`config.mk`:
```
export PLATFORM = sky130hd
export DESIGN_NAME = tag_path_heading_decider
export DESIGN_NICKNAME = d
export VERILOG_FILES = /design/src/hdl/tpd_pkg.sv /design/src/hdl/tpd_path_mem.sv /design/src/hdl/tag_path_heading_decider.sv
export SDC_FILE = /design/constraint.sdc
export NUM_CORES = 1
export LEC_CHECK = 0
export ABC_AREA = 1
export BUFFER_PORTS_ARGS = -buffer_cell sky130_fd_sc_hd__buf_4
export CAP_MARGIN = 40
export CORE_MARGIN = 5
export CORE_UTILIZATION = 62
export DETAILED_ROUTE_END_ITERATION = 8
export PLACE_DENSITY_LB_ADDON = 0.12
export SKIP_LAST_GASP = 1
export SYNTH_ARGS = -nofsm -noshare
export SYNTH_HDL_FRONTEND = slang
export SYNTH_HIERARCHICAL = 1
export SYNTH_SLANG_ARGS = --single-unit
```
`constraint.sdc`:
```
create_clock -name clk -period 5 [get_ports clk]
set_input_delay 1.5 -clock clk [delete_from_list [all_inputs] [get_ports clk]]
set_output_delay 1.5 -clock clk [all_outputs]
set_load 0.03 [all_outputs]
```
`src/hdl/tpd_pkg.sv`:
```
`timescale 1ns / 1ps

package tpd_pkg;

	// Sizes
	localparam int TAG_COUNT  = 60;
	localparam int ROM_SIZE   = 60;
	localparam int PATH_DEPTH = 32;
	localparam int TAG_LIMIT  = (TAG_COUNT < ROM_SIZE) ? TAG_COUNT : ROM_SIZE;
	localparam int TAG_W      = 40;
	localparam int BYTE_W     = 8;
	localparam int NODE_W     = 6;
	localparam int CNT_W      = 6;
	localparam int ROM_AW     = $clog2(ROM_SIZE);
	localparam int PATH_AW    = $clog2(PATH_DEPTH);

	// Direction letters
	localparam logic [BYTE_W-1:0] DIR_N = 8'h4E;
	localparam logic [BYTE_W-1:0] DIR_S = 8'h53;
	localparam logic [BYTE_W-1:0] DIR_W = 8'h57;
	localparam logic [BYTE_W-1:0] DIR_E = 8'h45;
	localparam logic [BYTE_W-1:0] DIR_G = 8'h47;

	// Headings
	localparam logic [1:0] HEAD_N = 2'd0;
	localparam logic [1:0] HEAD_S = 2'd1;
	localparam logic [1:0] HEAD_W = 2'd2;
	localparam logic [1:0] HEAD_E = 2'd3;

	// Actions
	localparam logic [2:0] ACT_FOLLOW  = 3'd0;
	localparam logic [2:0] ACT_RIGHT   = 3'd1;
	localparam logic [2:0] ACT_LEFT    = 3'd2;
	localparam logic [2:0] ACT_REVERSE = 3'd3;
	localparam logic [2:0] ACT_STOP    = 3'd4;
	localparam logic [2:0] ACT_NONE    = 3'd5;

	// Item commands
	localparam logic CMD_LOAD = 1'b0;
	localparam logic CMD_TAG  = 1'b1;

	// Known tag identifiers; the entry index is the node number
	localparam logic [TAG_W-1:0] TAG_ROM [ROM_SIZE] = '{
		40'h992E09F04E, 40'h695C12EFC8, 40'h494509F0F5, 40'h89640CF011, 40'h895412EF20,
		40'h996112EF05, 40'hB95712EF13, 40'hA95512EF01, 40'hA95612EF02, 40'h790E0BF08C,
		40'h695B12EFCF, 40'h594309F0E3, 40'hF97B0AF078, 40'h896F0AF01C, 40'h896B0AF018,
		40'h69E309F073, 40'h69DF09F04F, 40'hE9CC09F0DC, 40'hE9C809F0D8, 40'h494709F0F7,
		40'h694109F0D1, 40'h293209F0E2, 40'h591A07F0B4, 40'h891707F069, 40'hF91407F01A,
		40'h499A06F025, 40'h799406F01B, 40'h099906F066, 40'hC99706F0A8, 40'h499606F029,
		40'h399206F05D, 40'h599306F03C, 40'hB91B06F054, 40'hA91B07F045, 40'h899506F0EA,
		40'h499206F02D, 40'hB99606F0D9, 40'h199906F076, 40'hC91307F02D, 40'h491607F0A8,
		40'h991707F079, 40'h091907F0E7, 40'hB91B07F055, 40'h099907F067, 40'h199F07F071,
		40'hE99B07F085, 40'h19A207F04C, 40'hA91A08F04B, 40'h991E08F07F, 40'hA92E09F07E,
		40'h093008F0C1, 40'h092C08F0DD, 40'h296212EFB6, 40'hA9AD08F0FC, 40'hA9B108F0E0,
		40'h19C008F021, 40'h19C408F025, 40'hC96112EF55, 40'h496912EFDD, 40'hF99807F096
	};

	typedef struct packed {
		logic                cmd;
		logic [4:0]          path_index;
		logic [BYTE_W-1:0]   path_byte;
		logic [CNT_W-1:0]    path_length;
		logic                load_last;
		logic [TAG_W-1:0]    tag_id;
	} in_item_t;

	typedef struct packed {
		logic [2:0]          action;
		logic [NODE_W-1:0]   node;
		logic [1:0]          heading;
		logic                path_done;
		logic                unknown_tag;
		logic                load_taken;
	} out_item_t;

	// Bit 2 flags a direction letter, bits 1:0 give its heading
	function automatic logic [2:0] dir_decode(input logic [BYTE_W-1:0] b);
		logic [2:0] r;
		unique case (b)
			DIR_N:   r = {1'b1, HEAD_N};
			DIR_S:   r = {1'b1, HEAD_S};
			DIR_W:   r = {1'b1, HEAD_W};
			DIR_E:   r = {1'b1, HEAD_E};
			default: r = {1'b0, HEAD_N};
		endcase
		return r;
	endfunction

	// Action for a new direction against the old heading
	function automatic logic [2:0] turn_action(input logic [1:0] dir, input logic [1:0] old);
		logic [2:0] a;
		if (dir == old) begin
			a = ACT_FOLLOW;
		end else begin
			unique case ({dir, old})
				{HEAD_N, HEAD_S}, {HEAD_S, HEAD_N},
				{HEAD_W, HEAD_E}, {HEAD_E, HEAD_W}: a = ACT_REVERSE;
				{HEAD_N, HEAD_W}, {HEAD_S, HEAD_E},
				{HEAD_W, HEAD_S}, {HEAD_E, HEAD_N}: a = ACT_RIGHT;
				default:                            a = ACT_LEFT;
			endcase
		end
		return a;
	endfunction

endpackage

```
`src/hdl/tpd_path_mem.sv`:
```
`timescale 1ns / 1ps

module tpd_path_mem
	import tpd_pkg::*;
(
	input  logic               clk,
	input  logic               we,
	input  logic [PATH_AW-1:0] waddr,
	input  logic [BYTE_W-1:0]  wdata,
	input  logic [PATH_AW-1:0] raddr,
	output logic [BYTE_W-1:0]  rdata
);

	logic [BYTE_W-1:0] mem [PATH_DEPTH];

	// One write port, one registered read port
	always_ff @(posedge clk) begin
		if (we) begin
			mem[waddr] <= wdata;
		end
		rdata <= mem[raddr];
	end

endmodule

```
`src/hdl/tag_path_heading_decider.sv`:
```
`timescale 1ns / 1ps

// Heading decider for a line-following vehicle.
// Input channel: an item is taken at a rising edge with start high and busy low.
//   cmd = load: one path byte is written (only while the previous path is done);
//   the item with load_last sets the path length and opens the new path.
//   cmd = tag: the 40-bit tag is looked up, the node located in the path, and
//   the following direction byte turned into an action and a new heading.
// Output channel: done is high for one cycle with the result; there is no
// back-pressure, the receiver must take it in that cycle.
// A load item's result is registered and given in the cycle after acceptance; it
// leaves busy low, so loads can stream one per cycle.
// A tag item keeps busy high and gives done in the cycle after its last busy cycle;
// the ROM is walked up to the matching entry (all 60 tried for an unknown tag),
// then the path store over at most path length - 4 positions. One 40-bit compare
// unit walks the ROM and then the path store, one compare per cycle for the
// ROM; each path position takes an address step and then a compare step, as the
// path store read is registered.
// Reset: path done, heading north, node 0, path length 0; the path store is
// not cleared.

module tag_path_heading_decider
	import tpd_pkg::*;
(
	input  logic      clk,
	input  logic      arst_n,
	input  logic      start,
	output logic      busy,
	input  in_item_t  item,
	output logic      done,
	output out_item_t result
);

	typedef enum logic [5:0] {
		S_IDLE  = 6'b000001,
		S_ROM   = 6'b000010,
		S_PADDR = 6'b000100,
		S_PCMP  = 6'b001000,
		S_DADDR = 6'b010000,
		S_DDEC  = 6'b100000
	} state_t;

	localparam logic [ROM_AW-1:0] ROM_LAST = ROM_AW'(TAG_LIMIT - 1);

	state_t            state_q;
	logic              done_q;
	logic [CNT_W-1:0]  path_count_q;
	logic              path_done_q;
	logic [1:0]        heading_q;
	logic [NODE_W-1:0] node_q;
	logic [ROM_AW-1:0] rom_idx_q;
	logic [CNT_W-1:0]  scan_q;
	logic [CNT_W-1:0]  pos_q;
	logic              unknown_q;
	logic [TAG_W-1:0]  tag_q;
	out_item_t         result_q;

	logic              accept;
	logic              load_we;
	logic [CNT_W-1:0]  len_sat;
	logic [PATH_AW-1:0] rd_addr;
	logic [BYTE_W-1:0] rd_data;
	logic [TAG_W-1:0]  cmp_a;
	logic [TAG_W-1:0]  cmp_b;
	logic              cmp_eq;
	logic              short_path;
	logic              scan_end;
	logic [2:0]        dir_info;
	logic              is_goal;
	logic [2:0]        dec_action;
	logic [1:0]        dec_heading;
	logic              dec_done;

	// Handshake and load write
	assign busy    = (state_q != S_IDLE);
	assign accept  = start && !busy;
	assign load_we = accept && (item.cmd == CMD_LOAD) && path_done_q
		&& (32'(item.path_index) < PATH_DEPTH);
	assign len_sat = (32'(item.path_length) > PATH_DEPTH) ? CNT_W'(PATH_DEPTH)
		: item.path_length;

	// Path store
	assign rd_addr = (state_q == S_DADDR) ? PATH_AW'(pos_q + CNT_W'(1)) : PATH_AW'(scan_q);

	tpd_path_mem u_mem (
		.clk   (clk),
		.we    (load_we),
		.waddr (PATH_AW'(item.path_index)),
		.wdata (item.path_byte),
		.raddr (rd_addr),
		.rdata (rd_data)
	);

	// Shared compare unit: tag against ROM entry, or path byte against node
	always_comb begin
		if (state_q == S_ROM) begin
			cmp_a = tag_q;
			cmp_b = TAG_ROM[rom_idx_q];
		end else begin
			cmp_a = TAG_W'(rd_data);
			cmp_b = TAG_W'(node_q);
		end
	end
	assign cmp_eq = (cmp_a == cmp_b);

	// Scan bounds: positions 2 .. length-3
	assign short_path = (path_count_q < CNT_W'(5));
	assign scan_end   = ({1'b0, scan_q} + (CNT_W+1)'(3)) >= {1'b0, path_count_q};

	// Direction decode
	assign dir_info    = dir_decode(rd_data);
	assign is_goal     = (rd_data == DIR_G);
	assign dec_action  = dir_info[2] ? turn_action(dir_info[1:0], heading_q)
		: (is_goal ? ACT_STOP : ACT_FOLLOW);
	assign dec_heading = dir_info[2] ? dir_info[1:0] : heading_q;
	assign dec_done    = is_goal ? 1'b1 : path_done_q;

	// Sequencer and kept state
	always_ff @(posedge clk or negedge arst_n) begin
		if (!arst_n) begin
			state_q      <= S_IDLE;
			done_q       <= 1'b0;
			path_count_q <= '0;
			path_done_q  <= 1'b1;
			heading_q    <= HEAD_N;
			node_q       <= '0;
		end else begin
			done_q <= 1'b0;
			unique case (state_q)
				S_IDLE: begin
					if (accept) begin
						if (item.cmd == CMD_TAG) begin
							state_q <= S_ROM;
						end else begin
							done_q <= 1'b1;
							if (load_we && item.load_last) begin
								path_count_q <= len_sat;
								path_done_q  <= 1'b0;
							end
						end
					end
				end
				S_ROM: begin
					if (cmp_eq) begin
						node_q <= NODE_W'(rom_idx_q);
					end
					if (cmp_eq || rom_idx_q == ROM_LAST) begin
						state_q <= short_path ? S_DADDR : S_PADDR;
					end
				end
				S_PADDR: state_q <= S_PCMP;
				S_PCMP: begin
					if (cmp_eq || scan_end) begin
						state_q <= S_DADDR;
					end else begin
						state_q <= S_PADDR;
					end
				end
				S_DADDR: state_q <= S_DDEC;
				S_DDEC: begin
					heading_q   <= dec_heading;
					path_done_q <= dec_done;
					done_q      <= 1'b1;
					state_q     <= S_IDLE;
				end
				default: state_q <= S_IDLE;
			endcase
		end
	end

	// Working registers and result payload
	always_ff @(posedge clk) begin
		unique case (state_q)
			S_IDLE: begin
				if (accept) begin
					tag_q     <= item.tag_id;
					rom_idx_q <= '0;
					unknown_q <= 1'b0;
					result_q  <= '{
						action:      ACT_NONE,
						node:        node_q,
						heading:     heading_q,
						path_done:   (load_we && item.load_last) ? 1'b0 : path_done_q,
						unknown_tag: 1'b0,
						load_taken:  load_we
					};
				end
			end
			S_ROM: begin
				rom_idx_q <= rom_idx_q + ROM_AW'(1);
				if (!cmp_eq && rom_idx_q == ROM_LAST) begin
					unknown_q <= 1'b1;
				end
				if (cmp_eq || rom_idx_q == ROM_LAST) begin
					scan_q <= CNT_W'(2);
					pos_q  <= '0;
				end
			end
			S_PCMP: begin
				if (cmp_eq) begin
					pos_q <= scan_q;
				end
				scan_q <= scan_q + CNT_W'(1);
			end
			S_DDEC: begin
				result_q <= '{
					action:      dec_action,
					node:        node_q,
					heading:     dec_heading,
					path_done:   dec_done,
					unknown_tag: unknown_q,
					load_taken:  1'b0
				};
			end
			default: ;
		endcase
	end

	assign done   = done_q;
	assign result = result_q;

	// A tag item keeps the block busy and cannot finish in the next cycle
	a_tag_busy: assert property (@(posedge clk) disable iff (!arst_n)
		(accept && item.cmd == CMD_TAG) |=> (busy && !done))
		else $error("tag item did not occupy the sequencer");

	// Loads report no action and no unknown tag
	a_load_none: assert property (@(posedge clk) disable iff (!arst_n)
		(done && result.load_taken) |-> (result.action == ACT_NONE && !result.unknown_tag))
		else $error("load result carries tag fields");

	// Stop always closes the path
	a_stop_done: assert property (@(posedge clk) disable iff (!arst_n)
		(done && result.action == ACT_STOP) |-> result.path_done)
		else $error("stop without path complete");

	// A load is only written while the previous path is complete
	a_load_gate: assert property (@(posedge clk) disable iff (!arst_n)
		load_we |-> (path_done_q && state_q == S_IDLE))
		else $error("path store written while path open");

	// The sequencer leaves the decode step with a result every time
	a_dec_done: assert property (@(posedge clk) disable iff (!arst_n)
		(state_q == S_DDEC) |=> (done && !busy))
		else $error("decode step gave no result");

endmodule
```
Yosys cells after proc, flatten, opt, wreduce, memory -nomap -nowiden
Memories as Yosys holds them, arrays and structs flattened. A register that Yosys moved wholly into a read port is not among the register bits.
Cells that the tools add are included.
- register bits: 94
- RAM bits: 256
- ROM bits: 2592
- input bits: 64
- output and inout bits: 16
- logic and storage cells: 112
- memories: 3
- $add $sub $neg: 4
- magnitude comparators: 4
- eq/ne operators: 21
- muxes and demuxes: 39
- bitwise operators: 2
- reductions and logical operators: 22
- memories (name ; words ; bits a word ; read ports ; clocked after Yosys merged registers in ; wr ports ; line ; RTL):
    (no name shown) ; 64 ; 40 ; 1 ; 0 ; 0 ; tag_path_heading_decider.sv:98 ; cmp_b = TAG_ROM[rom_idx_q];
    u_mem.mem ; 32 ; 8 ; 1 ; 1 ; 1 ; tpd_path_mem.sv:14 ; logic [BYTE_W-1:0] mem [PATH_DEPTH];
    (no name shown) ; 16 ; 2 ; 1 ; 0 ; 0 ; tpd_pkg.sv:95 ; unique case ({dir, old})
- operator list (cell ; number):
    $mux 40 ; 4
    $eq 40x40->1 ; 1
    $eq 8x7->1 const B ; 5
    $mux 6 ; 6
    $pmux 6 s5 ; 1
    $pmux 14 s2 ; 1
    $mux 5 ; 5
    $pmux 6 s2 ; 2
    $mux 14 ; 1
    $add 6x1->6 const B ; 2
    $eq 6x6->1 const B ; 2
    $pmux 3 s4 ; 1
    $reduce_and 3->1 ; 4
    $mux 1 ; 10
    $pmux 5 s2 ; 1
    $reduce_and 2->1 ; 5
    $mux 3 ; 3
    $ne 2x2->1 const B ; 4
    $add 6x2->7 const B ; 1
    $ge 7x6->1 ; 1
    $ge 7x7->1 const B ; 1
    $not 6->7 ; 1
    $eq 6x1->1 const B ; 1
    $eq 6x2->1 const B ; 1
    17 further kinds ; 28

Depth between registers and ports, before layout
Gate-level depths: netlist (run 1).
- depth in word-level cells: 10
- depth in mapped cells: 22
- mapped depth without buffers: 21

Modules after synthesis
Netlist (run 1), hierarchy kept.
- modules (own cells, without submodules) (module ; instances ; cells each ; area each (um^2) ; sequential area each (um^2)):
    tpd_path_mem ; 1 ; 922 ; 10786.6 ; 7847.5
    tag_path_heading_decider ; 1 ; 924 ; 6791.5 ; 2715.1

Worst setup path before layout (run 1)
Ideal clock, no wire load.
- path type: input -> register
- from: in start
- to: mem u_mem.mem[11][0] (enable)
- library setup time: 0.370 ns
- data arrival time: 4.627 ns
- data required time: 4.630 ns
- path slack: 0.003 ns
- stages: 6
- path through: inv_1 > nor2_1 > inv_1 > nor3b_2 > nand3_1 > nor2_1
- word-level cells in the longest chain between the ends: 5
- RTL lines (item ; line ; RTL):
    start, declared ; tag_path_heading_decider.sv:27 ; input logic start,
    $logic_and 1x1->1 ; tag_path_heading_decider.sv:76 ; assign accept = start && !busy;
    $logic_and 1x1->1 (2 in series) ; tag_path_heading_decider.sv:77 ; assign load_we = accept && (item.cmd == CMD_LOAD) && path_done_q
    named net load_we ; tag_path_heading_decider.sv:59 ; logic load_we;
    $mux 1 ; tpd_path_mem.sv:18 ; if (we) begin
    $mux 1 (implied by the code) ; tpd_path_mem.sv:19 ; mem[waddr] <= wdata;
    end, declared ; tpd_path_mem.sv:14 ;
The timed path passes the listed nets, and every way through them passes these cells.

Final worst setup path (run 1)
- from: reg rom_idx_q[0]
- to: reg pos_q[4] (enable)
- word-level cells in the longest chain between the ends: 9
- elaborated cells between the ends (all ways): 11
- those cells by class: eq/ne (4); mux (3); bitwise (1); reduce/logical (2); memory (1)
- RTL lines (item ; line ; RTL):
    start, declared ; tag_path_heading_decider.sv:51 ; logic [ROM_AW-1:0] rom_idx_q;
    start signal, assigned ; tag_path_heading_decider.sv:190 ; rom_idx_q <= rom_idx_q + ROM_AW'(1);
    $not 6->7 (implied by the code) ; tag_path_heading_decider.sv:98 ;
    $mem_v2 64x40 ; n/a ;
    $mux 40 (implied by the code) (2 in series) ; tag_path_heading_decider.sv:98 ;
    $mux 40 ; tag_path_heading_decider.sv:96 ; if (state_q == S_ROM) begin
    $eq 40x40->1 ; tag_path_heading_decider.sv:104 ; assign cmp_eq = (cmp_a == cmp_b);
    $logic_or 1x1->1 ; tag_path_heading_decider.sv:194 ; if (cmp_eq || rom_idx_q == ROM_LAST) begin
    $ne 2x1->1 (no line) ; n/a ;
    $reduce_and 3->1 (no line) * ; n/a ;
    end signal, assigned ; tag_path_heading_decider.sv:201 ; pos_q <= scan_q;
    end, declared ; tag_path_heading_decider.sv:53 ; logic [CNT_W-1:0] pos_q;
Mark *: on every way between the ends. The rest lies on a longest branch, timed or not. The select of a mux whose other input is x is not followed.
A chain may end at the register's enable or synchronous reset.

==> results of run 1 <==
==> routing by layer <==
metal  wire length [µm]  global-route usage (%)  vias to the layer above
met5                  0                       0                        -
met4               1680                    10.5                        0
met3               4650                    5.04                      121
met2              21900                    47.0                      776
met1              19100                    41.8                     6486
li1                   -                       -                     6371
==> cell usage in the layout (no fill, tap or decap), types with 8 or more instances in the layout <==
master / instances
nand3_1: 298
nor3_1: 10
buf_4: 97
nand2_1: 674
nand3b_1: 8
nor2_1: 112
inv_1: 99
a21oi_1: 36
dfrtp_1: 20
nand4_1: 20
edfxtp_1: 328
dfxtp_1: 8
ha_1: 32
o21ai_2: 9
clkbuf_16: 38
o21ai_0: 35
clkbuf_1: 9
==> power groups by stage <==
| stage | registers, µW | logic (µW) | clock network (µW) |
|---|---|---|---|
| floorplan | 3790 | 2380 | 0 |
| detailed placement | 3790 | 3270 | 0 |
| global route | 3760 | 3700 | 2890 |
| global placement | 3780 | 3240 | 0 |
| finish | 3730 | 3380 | 2720 |
| CTS | 3730 | 3280 | 2760 |
==> through the flow <==
step | total power [µW] | hold WS (ns) | cells
2_1_floorplan | 6170 | 0.447 | 1846
3_3_place_gp | 7020 | 0.469 | 2239
3_5_place_dp | 7050 | 0.467 | 2242
4_1_cts | 9770 | 0.475 | 2311
5_1_grt | 10300 | 0.498 | 2311
6_report | 9830 | 0.479 | 2311
==> critical path, delay by kind of cell (launching register included) <==
kind            cells  cell delay [ns]
compound gates      1             0.40
fa+ha+maj           1             0.44
buf+inv             3             0.61
flops               1             0.63
simple gates       16             1.45
==> layout make-up <==
cell class / count / area share (%)
clock buffer: 47 / 5.05
clock inverter: 22 / 1.14
inverter: 107 / 2.08
multi-input combinational: 1299 / 31.0
sequential: 358 / 54.2
tap: 378 / 2.43
timing repair buffer: 100 / 4.12
==> cells by family (layout without fill, tap and decap cells) <==
group,Yosys count,count (layout),synth area share (%)
simple gates,1152,1152,27.9
flops,358,358,60.1
buf+inv,189,276,5.77
compound gates,105,105,3.42
fa+ha+maj,32,32,2.28
xor+xnor,9,9,0.448
mux,1,1,0.0569
==> sequential cells by signal (all words and copies together), names as in the netlist <==
register and count:
u_mem/rdata 8, node_q 6, result 14, path_count_q 6
done 1, pos_q 5, path_done_q 1, rom_idx_q 6
unknown_q 1, state_q 6, u_mem/mem 256, tag_q 40
heading_q 2, scan_q 6
==> how the worst max path moves through the flow <==
stage,from,cells after the start,slack (ns),end
floorplan,start,6,0.003,u_mem/mem[11][0]
global placement,start,7,1.18,u_mem/mem[0][1]
detailed placement,start,7,1.12,u_mem/mem[0][1]
CTS,rom_idx_q[0],21,1.16,pos_q[4]
global route,rom_idx_q[0],20,0.72,pos_q[2]
finish,rom_idx_q[0],21,1.09,pos_q[4]
==> results.cfg, run 1 <==
[status]
status = completed

[detailed_routing]
wire_per_inst_um = 20.5
vias = 13800
antenna_left = 0
drt_iter0_drc = 1789
firstDrtPassIters = 6
via_per_inst = 5.95
routed_wl_mm = 47.3
drc_errors = 0

[cts]
cts-hold-fix-buffers = 0
cts.path.max_buffers = 3
post_cts_buffers = 0
cts_tree = built
clock-sinks = 358
cts_made_buffers = 38
worstSkewPairLatency_ns = 0.53
cts_resized = 0
h-tree-depth = 2
clk_pin_slew_ns = 0.06
clockRootBuffer = clkbuf_16

[sta]
relSlewSlack_pct = 48.6
max_freq_mhz = 256
skew_ns = 0.0228
final_max_slew_viol_count = 0
setup_viol = 0
min_period_ns = 3.91
setup_tns_ns = 0
worst_slack_ns = 1.09
max_slew.worst_pin.slew_ns = 0.769
rsz0062_at_grt = no
hold_violations = 0
fin_crit_sh_pct = 78.1

[power]
switching_share_pct = 37.6
power.internal_uw = 6130
seqPwrFrac_pct = 38.0
powerDensity_nw_per_um2 = 505
power.leakage_uw = 0.00801
ir_drop_mv = 0.419
share_comb_of_total_power_pct = 34.4
switchingPower_uw = 3700
pwr-share-clk_pct = 27.7

[floorplan]
die_w_um = 178
core_area_um2 = 27900
fp-row-count = 61
initial_core_util_pct = 63.1
die_h_um = 178
io_pins = 80
dieArea_um2 = 31800

[worst_setup_path]
cp_data_arrival_time_ns = 4.07
reg2reg_from = rom_idx_q[0]
reg2reg_depth = 21
crit_path_max_fanout = 14
crit_top_cell = nand2_1
crit_slowest_cell = edfxtp_1
crit_chain = inv_1, ha_1, inv_1, nand2_1, nand3_1, nand2_1, nand2_1, nand2_1, nand2_1, nand2_1, nand2_1, nand2_1, inv_1, nand2_1, nor2_1, nand2_1, nand2_2, nand2_2, nand2_2, nand2_1, a21oi_1
critPathCaptureType = flop
critPathLaunchType = flop
worst_ep_required_time_ns = 5.16
cpPeakStageDelay_ns = 0.63
r2r_slack_ns = 1.09
criticalPathCategory = reg2reg
timing.rr.end = pos_q[4]

[logic_synthesis]
yosysUniqueCellTypes = 48
synth_seq_area_share_pct = 60.1
synthDominantCellAreaShare_pct = 56.0
synth_seq_cells = 358
ys_warn_count = 6
synthArstFlopShare_pct = 6.15
synthCells = 1846
yosysMostFrequentCell = nand2_1
synth_nets = 1942
syn_area_per_cell_um2 = 9.52
syn_area_um2 = 17600
synth_flop_cell = edfxtp_1
yosysTopAreaCell = edfxtp_1
synth_area_leaders = edfxtp_1 56%, nand2_1 14%, nand3_1 8.5%, dfrtp_1 2.8%, nor2_1 2.4%
synth_edf_count = 328
synth_common_cells = 674 x nand2_1, 328 x edfxtp_1, 298 x nand3_1

[grt]
grt_max_degree = 77
antenna_found_initial = 0
overflow = 0
grt_pass1_wl_mm = 72.4
track_usage_pct = 29.6
grt_pass1_vias = 13200

[cells_and_area]
drive_gt1_share_pct = 10.3
final_nets = 2000
fill_cells = 2132
area_growth_pct = 10.8
fin_util_pct = 69.9
multi_input_area_um2 = 6030
design_area_um2 = 19500
regArea_um2 = 10600
antenna_cells = 0

[flow_run]
drv_cap = 0

[min_path]
hold_path_end = result[7]
hp-class = reg2reg
holdPathStages = 0
hold_path.startpoint = node_q[2]

[placement]
numPortBuffers = 79
dp_slack_ns = 1.12
post_dp_cell_area_um2 = 18300
gp_congestion = 1.02
dp_hpwl_mm = 31.5
Note: power is estimated with default switching activity, not from simulation.
==> run 2, diff against run 1 <==
CORE_UTILIZATION = 56   (was 62)
clock period = 3.3 ns   (was 5 ns; I/O delays follow)
==> run 2 against run 1 <==
Against the previous run: first-iteration DRC count is 7.4% lower; die area is 10% higher; non-clock buffer count is 83 higher; critical path type unchanged; highest routed layer unchanged.
==> results.cfg, run 2 (same netlist as run 1, synthesis figures left out) <==
[worst_setup_path]
cp_data_arrival_time_ns = 3.38
r2r_slack_ns = 0.17
cp-startpoint = rom_idx_q[1]
cp-endpoint = pos_q[0]
crit_path_max_fanout = 6
timing.rr.end = pos_q[0]
critPathLaunchType = flop
worst_ep_required_time_ns = 3.55
reg2reg_depth = 21
criticalPathCategory = reg2reg
critPathCaptureType = flop
reg2reg_from = rom_idx_q[1]

[floorplan]
fp-row-count = 64
die_w_um = 187
die_h_um = 187
dieArea_um2 = 35000
io_pins = 80
core_area_um2 = 30800
initial_core_util_pct = 57.0

[min_path]
hp-class = in2async

[sta]
final_max_slew_viol_count = 0
skew_ns = 0.0151
fin_crit_sh_pct = 94.9
worst_slack_ns = 0.169
max_freq_mhz = 319
setup_viol = 0
hold_ws_ns = 0.351
max_slew.worst_pin.slew_ns = 0.702
min_period_ns = 3.13
hold_violations = 0
relSlewSlack_pct = 53.2

[cells_and_area]
drive_gt1_share_pct = 15.3
top_register = u_mem/mem
fill_cells = 2457
final_cell_mix = 670 x nand2_1, 328 x edfxtp_1, 290 x nand3_1
regArea_um2 = 10600
final_nets = 2083
instances_no_fill = 2411
antenna_cells = 0
final_common_cell = nand2_1
area_growth_pct = 15.8
multi_input_area_um2 = 6160
largest_reg_flops = 256

[detailed_routing]
wire_per_inst_um = 20.2
firstDrtPassIters = 6
drt_iter0_drc = 1657
antenna_left = 0
drc_errors = 0
routed_wl_mm = 48.8
vias = 13800
via_per_inst = 5.71

[cts]
cts-hold-fix-buffers = 0
worstSkewPairLatency_ns = 0.54
cts_made_buffers = 38
clk_pin_slew_ns = 0.06
cts.path.max_buffers = 3
clock-sinks = 358
clockRootBuffer = clkbuf_16
cts_tree = built
h-tree-depth = 2

[grt]
grt_pass1_vias = 13000
track_usage_pct = 27.4
antenna_found_initial = 0
overflow = 0
grt_max_degree = 129
grt_pass1_wl_mm = 75.0

[placement]
numPortBuffers = 79
gp_congestion = 1.00
dp_slack_ns = 0.0644
dp_hpwl_mm = 33.9
dpl.cell_count = 2338

[status]
status = completed

[flow_run]
drv_cap = 0

[power]
power.leakage_uw = 0.00848
powerDensity_nw_per_um2 = 766
ir_drop_mv = 0.552
==> run 2: how the worst min path moves through the flow <==
stage               slack (ns)            to      start  cells after the start
floorplan                 0.45    result[10]  node_q[5]                      0
global placement          0.48     result[8]  node_q[3]                      0
detailed placement        0.47     result[8]  node_q[3]                      0
CTS                       0.35  heading_q[0]     arst_n                      1
global route              0.36  heading_q[0]     arst_n                      1
finish                    0.35  heading_q[0]     arst_n                      1
==> run 2: repair_timing <==
item	4_1_cts	5_1_grt
setup endpoints to repair	0	181
buffers inserted	0	5
gates resized for setup	0	34
==> run 2: stage by stage <==
stage | setup TNS, ns | utilization (%) | area, µm² | total power, µW
6_report | 0 | 66.0 | 20400 | 15600
3_3_place_gp | -0.281 | 61.6 | 19000 | 11300
5_1_grt | -0.0926 | 66.0 | 20400 | 16400
3_5_place_dp | 0 | 61.6 | 19000 | 11300
2_1_floorplan | -9.05 | - | 17600 | 9350
4_1_cts | 0 | 65.5 | 20200 | 15400
==> run 2: routing by layer <==
layer / GRT usage [%] / vias to the layer above / wire, µm
met3: 5.71 / 124 / 4260
met5: 0 / - / 0
li1: - / 6534 / -
met1: 40.3 / 6469 / 21400
met2: 41.7 / 644 / 21600
met4: 7.79 / 0 / 1540
==> run 2: final cells by class <==
| type | count | area share (%) |
|---|---|---|
| clock inverters | 19 | 0.947 |
| multi-input cells | 1299 | 30.2 |
| flip-flops and latches | 358 | 51.9 |
| clock buffers | 49 | 4.97 |
| repair buffers | 183 | 7.50 |
| inverters | 107 | 2.02 |
| well taps | 396 | 2.43 |
==> run 2: critical path, stage by stage, from the launching register on <==
cell	delay [ns]
edfxtp_1	0.50
inv_4	0.14
ha_2	0.30
buf_4	0.16
nand2_1	0.09
nand2_1	0.09
nand2_1	0.09
o21ai_0	0.16
nand2_1	0.15
nand3_1	0.09
nand2_1	0.07
nand2_1	0.06
nor2_1	0.08
nand2_1	0.05
nor2_1	0.08
nand2_1	0.09
nand2_2	0.10
nand2_2	0.12
nand2_2	0.09
nand2_1	0.09
a21oi_2	0.10
buf_4	0.14
==> run 2: report_power, final <==
group          internal [µW]  leakage (µW)  switching (µW)  total [µW]
Clock                   2350      0.000585            1760        4120
Combinational           1880       0.00457            3950        5840
Sequential              5410       0.00332             233        5640
Total                   9640       0.00848            5950       15600
